File: src/rtl/offset_dense_layer_fwd_bwd_core_macros.svh
// Assertion macros for the offset dense layer core.
`ifndef OFFSET_DENSE_LAYER_FWD_BWD_CORE_MACROS_SVH
`define OFFSET_DENSE_LAYER_FWD_BWD_CORE_MACROS_SVH
`ifndef ASSERT_OFF
// Property checked on clk, switched off while rst is high
`define ODFB_ASSERT(lbl, prop, msg) \
  lbl: assert property (@(posedge clk) disable iff (rst) prop) else $error(msg);
// Property checked on clk at every edge, reset included
`define ODFB_ASSERT_RST(lbl, prop, msg) \
  lbl: assert property (@(posedge clk) prop) else $error(msg);
`else
`define ODFB_ASSERT(lbl, prop, msg)
`define ODFB_ASSERT_RST(lbl, prop, msg)
`endif
`endif

File: src/rtl/odfb_pkg.sv
// Shared constants, types and helpers of the offset dense layer core.
package odfb_pkg;

  localparam int MAX_INPUTS  = 16;
  localparam int MAX_OUTPUTS = 16;
  localparam int PARAM_DEPTH = MAX_INPUTS * MAX_OUTPUTS;
  localparam int PARAM_AW    = (PARAM_DEPTH > 1) ? $clog2(PARAM_DEPTH) : 1;
  localparam int IN_AW       = (MAX_INPUTS > 1) ? $clog2(MAX_INPUTS) : 1;
  localparam int OUT_AW      = (MAX_OUTPUTS > 1) ? $clog2(MAX_OUTPUTS) : 1;
  localparam int ACC_W       = 53;

  // Configuration register indexes
  localparam logic [1:0] CFG_IN_COUNT   = 2'd0;
  localparam logic [1:0] CFG_OUT_COUNT  = 2'd1;
  localparam logic [1:0] CFG_LEARN_RATE = 2'd2;

  typedef enum logic [2:0] {
    K_PARAM = 3'd0,
    K_ACT   = 3'd1,
    K_GRAD  = 3'd2,
    K_FWD   = 3'd3,
    K_BWD   = 3'd4,
    K_READ  = 3'd5,
    K_CLEAR = 3'd6
  } kind_t;

  typedef enum logic [3:0] {
    ST_IDLE,
    ST_RD,
    ST_S,
    ST_M1,
    ST_M2,
    ST_WR,
    ST_EMIT,
    ST_GRD,
    ST_GEMIT
  } state_t;

  // Per-cell control of the activation chain
  typedef struct packed {
    logic load;
    logic shift;
  } odfb_cell_ctl_t;

  function automatic logic signed [31:0] sat32(input logic signed [63:0] v);
    if (v > 64'sd2147483647) begin
      return 32'sh7fffffff;
    end else if (v < -64'sd2147483648) begin
      return 32'sh80000000;
    end else begin
      return v[31:0];
    end
  endfunction

endpackage

File: src/rtl/odfb_cell.sv
// One activation cell: holds a value, loads it or takes the neighbour's.
module odfb_cell
  import odfb_pkg::*;
(
  input  logic                  clk,
  input  odfb_cell_ctl_t        ctl,
  input  logic signed [31:0]    load_value,
  input  logic signed [31:0]    next_value,
  output logic signed [31:0]    value
);

  always_ff @(posedge clk) begin
    if (ctl.load) begin
      value <= load_value;
    end else if (ctl.shift) begin
      value <= next_value;
    end
  end

endmodule

File: src/rtl/odfb_act_chain.sv
// Ring of activation cells; cell 0 presents the current input activation.
module odfb_act_chain
  import odfb_pkg::*;
(
  input  logic                  clk,
  input  logic                  load,
  input  logic [IN_AW-1:0]      load_index,
  input  logic signed [31:0]    load_value,
  input  logic                  shift,
  input  logic [IN_AW-1:0]      len_m1,
  output logic signed [31:0]    head
);

  logic signed [31:0] cval [MAX_INPUTS];

  assign head = cval[0];

  for (genvar k = 0; k < MAX_INPUTS; k++) begin : g_cell
    odfb_cell_ctl_t     ctl;
    logic signed [31:0] nb;

    // last cell in use wraps round to the head
    if (k == MAX_INPUTS - 1) begin : g_end
      assign nb = cval[0];
    end else begin : g_mid
      assign nb = (IN_AW'(k) == len_m1) ? cval[0] : cval[k+1];
    end

    assign ctl.load  = load && (load_index == IN_AW'(k));
    assign ctl.shift = shift && (IN_AW'(k) <= len_m1);

    odfb_cell u_cell (
      .clk        (clk),
      .ctl        (ctl),
      .load_value (load_value),
      .next_value (nb),
      .value      (cval[k])
    );
  end

endmodule

File: config.mk
export PLATFORM = sky130hd
export DESIGN_NAME = odfb_act_chain
export DESIGN_NICKNAME = d
export VERILOG_FILES = /design/src/rtl/offset_dense_layer_fwd_bwd_core_macros.svh /design/src/rtl/odfb_pkg.sv /design/src/rtl/odfb_cell.sv /design/src/rtl/odfb_act_chain.sv
export SDC_FILE = /design/constraint.sdc
export NUM_CORES = 1
export LEC_CHECK = 0
export BUFFER_PORTS_ARGS = -buffer_cell sky130_fd_sc_hd__clkbuf_2
export CORE_MARGIN = 2
export CORE_UTILIZATION = 40
export CTS_CLUSTER_DIAMETER = 30
export CTS_CLUSTER_SIZE = 12
export DETAILED_ROUTE_END_ITERATION = 6
export SLEW_MARGIN = 0
export SYNTH_ARGS = -nofsm -noshare
export SYNTH_HDL_FRONTEND = slang
export SYNTH_HIERARCHICAL = 1
export SYNTH_SLANG_ARGS = --single-unit
File: constraint.sdc
create_clock -name clk -period 2.9 [get_ports clk]
set_input_delay 0 -clock clk [delete_from_list [all_inputs] [get_ports clk]]
set_output_delay 0 -clock clk [all_outputs]
set_load 0.03 [all_outputs]
==> results of run 1 <==
## Yosys cell counts, types with 2 or more instances
cell      number  share of area
nand4b_4       3         0.0023
a21oi_1        2        0.00033
nor3_1         5        0.00082
nor4b_4        4         0.0031
buf_2         13         0.0021
mux2_2       497           0.18
clkbuf_2       5        0.00082
or2_1         16         0.0033
nand3b_1       2        0.00049
nor2_1        20         0.0025
mux2_4       464           0.23
and4bb_2       5         0.0020
buf_12        48          0.031
buf_4         19         0.0047
buf_6         36          0.013
nand2b_1       2        0.00041
clkbuf_1      34         0.0042
nand2_1        3        0.00037
o21a_1         2        0.00049
edfxtp_1     512           0.50
nor2b_1        4        0.00082
inv_1          2        0.00025
mux2_1        31          0.011
nand3_1        2        0.00033
## path summary, 6_finish.rpt
| check | cells past startpoint | to | slack [ns] |
|---|---|---|---|
| setup reg to reg | 2 | g_cell[1].u_cell/value[9]$_DFFE_PP_ | 1.17 |
| setup / recovery | 1 | head[9] | 0.93 |
| hold / removal | 2 | g_cell[1].u_cell/value[16]$_DFFE_PP_ | 0.04 |
| hold reg to reg | 2 | g_cell[9].u_cell/value[1]$_DFFE_PP_ | 0.65 |
## where the power goes
group / internal, mW / switching, mW / leakage (nW)
clock network: 9.90 / 4.48 / 2.13
registers: 8.74 / 0.291 / 4.83
logic: 1.23 / 1.02 / 6.29
total: 19.9 / 5.78 / 13.3
## per-stage QoR
step	utilization	hold WS [ns]	cell area [sq um]
2_1_floorplan	-	0.217	30600
3_3_place_gp	0.414	0.575	31400
3_5_place_dp	0.414	0.601	31400
4_1_cts	0.475	0.0143	36000
5_1_grt	0.475	0.0462	36000
6_report	0.475	0.0393	36000
## area by class of cell
class | count | area [sq um] | area share
clock buffer | 155 | 3430 | 0.0952
clock inverter | 80 | 922 | 0.0256
inverter | 2 | 7.51 | 0.000208
multi-input combinational | 1070 | 13700 | 0.379
sequential | 512 | 15400 | 0.427
tap | 978 | 1220 | 0.0339
timing repair buffer | 159 | 1430 | 0.0396
## routing by layer
metal	up-vias	routed length (um)	track usage
met2	405	35500	0.305
met1	8691	37300	0.284
met5	-	13	0
met4	2	1420	0.0599
met3	109	3870	0.0407
li1	7072	-	-
## kinds of logic (layout without fill, tap and decap cells)
logic type,after synthesis,count (layout),share of synthesized area
muxes,992,992,0.421
DFF,512,512,0.502
buffers and inverters,158,396,0.0567
and+or+nand+nor,71,71,0.0184
AOI/OAI and AO/OA,7,7,0.00155
==> results_dict.tcl, run 1 <==
set metrics [dict create \
    cp_data_required_time_ns 2.90 \
    cts_made_buffers 131 \
    synth_cell_types 33 \
    async_flop_share 0 \
    io_pins 75 \
    min-delay-path-class "in2reg" \
    cts.clk_slew.worst_paths_ns 0.05 \
    cts_tree "built" \
    cap_violations 0 \
    timing.rr.start "g_cell[0].u_cell/value[9]$_DFFE_PP_" \
    setup_slack_ns 0.933 \
    die-area_sq_um 78800 \
    drt_wl_total_um 78100 \
    antenna_found_initial 1 \
    rows 101 \
    setup_viol 0 \
    layout_min_cycle_time_ns 1.97 \
    clockBufferDepth 3 \
    syn_area_per_cell_sq_um 17.6 \
    cp_max_fo 17 \
    final_cell_mix "edfxtp_1 (512), mux2_2 (497), mux2_4 (464)" \
    cp-startpoint "g_cell[0].u_cell/value[9]$_DFFE_PP_" \
    largest_register "g_cell.u_cell/value" \
    fmax_mhz 508 \
    power_mw 25.7 \
    slowest_stage "edfxtp_1" \
    coreArea_sq_um 75800 \
    grt_pass1_vias 17390 \
    top_regs "g_cell.u_cell/value x512" \
    startpoint_type "flip-flop" \
    stdcell_count 2956 \
    final_common_cell "edfxtp_1" \
    rsz0062_at_grt "false" \
    clock_latency_ns 0.70 \
    cts_resized 0 \
    ctsHoldBuffers 28 \
    cts_root_buf "clkbuf_16" \
    p_leak_nw 13.3 \
    slowest_delay_ns 0.93 \
    syn-cell-area_sq_um 30600 \
    fin_crit_sh 0.678 \
    port_buffers 74 \
    cts_htree_levels 4 \
    drc 0 \
    postCtsSetupBuffers 0 \
    slew_viol_final 0 \
    power.density_nw_per_um2 712 \
    dp_hpwl_um 42300 \
    drt_iter0_drc 1144 \
    initial_core_util 0.404 \
    tns_ns 0 \
    vias 16279 \
    grt_max_degree 34 \
    grt_pass1_wl_um 116000 \
    synth-main-ff-cell "edfxtp_1" \
    crit_arrival_ns 1.97 \
    ys_seq_area_frac 0.502 \
    largest_register_ffs 512 \
    critPathBufInv 1 \
    syn_to_final_growth_pct 17.7 \
    die-height_um 281 \
    first_pass_iters 5 \
    setup.worst_path.class "reg2out" \
    place_inst 2693 \
    ys_ff_latch 512 \
    drive_above_1_share 0.676 \
    post-place-ws_ns 0.380 \
    grt.overflow.total 0 \
    ir_drop_v 0.000537 \
    yosys_warnings 6 \
    end_kind "primary output" \
    synth_edf_count 512 \
    gp_congestion 0.770 \
    crit_family "flip-flops" \
    fill_cells 6379 \
    antennaDiodeCount 0 \
    syn_nets 1783 \
    cts_sinks 512 \
    via_per_inst 5.51 \
    post_drt_wl_per_cell_um 26.4 \
    finalHoldViolations 0 \
    die_w_um 281 \
    holdCritStartpoint "load_value[16]" \
    final_nets 1919 \
    relSlewSlack 0.188 \
    postRouteAntennaNets 0 \
    status "complete, no violations" \
    skew_ns 0.0253 \
    grt_use_total 0.200 \
    worstMarginPinSlew_ns 1.22 \
    cp_cell_sequence "clkbuf_2" \
    syn_inst 1740 \
]
Power figures use the tool's default switching activity.
==> run 2: changes to the inputs <==
==> constraint.sdc (replaced) <==
create_clock -name clk -period 1.7 [get_ports clk]
set_input_delay 0 -clock clk [delete_from_list [all_inputs] [get_ports clk]]
set_output_delay 0 -clock clk [all_outputs]
set_load 0.03 [all_outputs]
==> run 2 against run 1 <==
Effect of this change: sequential power up 67%; via count up 2.6%; first-iteration DRC count up 12%; wire length up 1.3%; non-clock buffer count up 134; sequential share of layout area down 2.1 points; power up 70%; die area unchanged; count of clock-buffer cells in the layout down 17.
==> results_dict.tcl, run 2 (synthesized netlist as in run 1, its figures left out) <==
set metrics [dict create \
    status "complete, no violations" \
    first_pass_iters 5 \
    p_switching_mw 9.82 \
    relSlewSlack 0.660 \
    die-height_um 281 \
    critPathBufInv 1 \
    largest_register_ffs 512 \
    skew_ns 0.0613 \
    p_clk_frac 0.549 \
    drc 0 \
    slew_viol_final 0 \
    coreArea_sq_um 75800 \
    port_buffers 74 \
    final_cell_mix "edfxtp_1 (512), mux2_2 (497), mux2_4 (464)" \
    cts_made_buffers 119 \
    crit_family "multiplexers" \
    post_drt_wl_per_cell_um 25.7 \
    cts_resized 0 \
    clockBufferDepth 3 \
    internal_power_mw 33.8 \
    ir_drop_v 0.000905 \
    multiInputGateArea_sq_um 13700 \
    rows 101 \
    design_area_sq_um 38000 \
    swShare 0.225 \
    crit_arrival_ns 1.98 \
    clock_latency_ns 0.69 \
    fmax_mhz 640 \
    cts_sinks 512 \
    final_common_cell "edfxtp_1" \
    stdcell_count 3081 \
    antenna_found_initial 0 \
    cap_violations 0 \
    fin_crit_sh 0.919 \
    power.density_nw_per_um2 1150 \
    drt_wl_total_um 79100 \
    slowest_stage "edfxtp_1" \
    grt_use_total 0.202 \
    top_usage_layer "met2" \
    layout_min_cycle_time_ns 1.56 \
    top_regs "g_cell.u_cell/value x512" \
    cts.clk_slew.worst_paths_ns 0.04 \
    rsz0062_at_grt "false" \
    power_frac_comb 0.105 \
    grt_use_met2 0.319 \
    drive_above_1_share 0.694 \
    postRouteAntennaNets 0 \
    p_leak_nw 14.1 \
    initial_core_util 0.404 \
    drt_iter0_drc 1280 \
    fill_cells 6250 \
    dpl_cell_area_sq_um 33300 \
    via_per_inst 5.42 \
    seq_area_sq_um 15400 \
    grtUsageMet1 0.280 \
    startpoint_type "flip-flop" \
    cp_max_fo 16 \
    setup.worst_path.class "reg2reg" \
    syn_to_final_growth_pct 23.9 \
    setup_viol 0 \
    cp_data_required_time_ns 2.12 \
    final_nets 2041 \
    grt_pass1_wl_um 118000 \
    worstMarginPinSlew_ns 0.510 \
    finalHoldViolations 0 \
    slowest_delay_ns 0.49 \
    gp_congestion 0.775 \
    min-delay-path-class "in2reg" \
    die_w_um 281 \
    die-area_sq_um 78800 \
    grt.overflow.total 0 \
    largest_register "g_cell.u_cell/value" \
    cts_htree_levels 3 \
    place_inst 2815 \
    io_pins 75 \
    dp_hpwl_um 47300 \
    cp_cell_sequence "buf_4 -> mux2_1 -> mux2_2" \
    end_kind "flip-flop" \
    p_seq_frac 0.346 \
    use_met3 0.0416 \
    cts_root_buf "clkbuf_16" \
    vias 16707 \
    grt_max_degree 34 \
    antennaDiodeCount 0 \
    cts_tree "built" \
    grt_pass1_vias 17920 \
]
[run 2: worst paths after layout]
kind / startpoint / to / slack (ns) / cells after the start
setup / recovery: g_cell[0].u_cell/value[30]$_DFFE_PP_ / g_cell[1].u_cell/value[30]$_DFFE_PP_ / 0.14 / 3
hold / removal: load_value[2] / g_cell[8].u_cell/value[2]$_DFFE_PP_ / 0.03 / 2
setup reg to reg: g_cell[0].u_cell/value[30]$_DFFE_PP_ / g_cell[1].u_cell/value[30]$_DFFE_PP_ / 0.14 / 3
hold reg to reg: g_cell[7].u_cell/value[21]$_DFFE_PP_ / g_cell[6].u_cell/value[21]$_DFFE_PP_ / 0.63 / 2
[run 2: power groups by stage]
stage          sequential (mW)  combinational (mW)  clock (mW)
3_5_place_dp              15.4                4.42           0
5_1_grt                   15.2                4.84        25.0
4_1_cts                   15.1                4.57        24.3
3_3_place_gp              15.4                4.33           0
6_report                  15.1                4.58        23.9
2_1_floorplan             15.4                2.79           0
[run 2: worst reg2reg max path: cells and delay by family, from the launching register on]
| kind | cells | cell delay [ns] |
|---|---|---|
| muxes | 2 | 0.57 |
| DFF | 1 | 0.49 |
| buffers and inverters | 1 | 0.25 |
[run 2: cell type report]
class                      instances  share of cell area
clock buffer                     138              0.0803
tap                              978              0.0322
timing repair buffer             293              0.0906
clock inverter                    88              0.0315
inverter                           2            0.000198
multi-input combinational       1070               0.360
sequential                       512               0.405
[run 2: timing repair]
item                                    CTS  global route
endpoints found under the hold margin   434             0
hold buffers                             30             0
setup buffers                             9             1
endpoints found under the setup margin    5             1
[run 2: routing by layer]
| metal | up-vias | share of wire |
|---|---|---|
| met4 | 0 | 0.018 |
| met5 | - | 0 |
| li1 | 7309 | - |
| met1 | 8842 | 0.46 |
| met3 | 107 | 0.057 |
| met2 | 449 | 0.46 |
[run 2: per-stage QoR]
| stage | power [mW] | utilization | hold slack (ns) | setup slack [ns] | TNS, ns |
|---|---|---|---|---|---|
| 3_3_place_gp | 19.7 | 0.439 | 0.565 | -0.144 | -28.43 |
| 3_5_place_dp | 19.8 | 0.439 | 0.573 | -0.179 | -36.90 |
| 2_1_floorplan | 18.2 | - | 0.217 | 0.0438 | 0 |
| 5_1_grt | 45.0 | 0.501 | 0.0446 | 0.0999 | 0 |
| 4_1_cts | 44.0 | 0.500 | 0.00198 | 0.0112 | 0 |
| 6_report | 43.6 | 0.501 | 0.0342 | 0.138 | 0 |
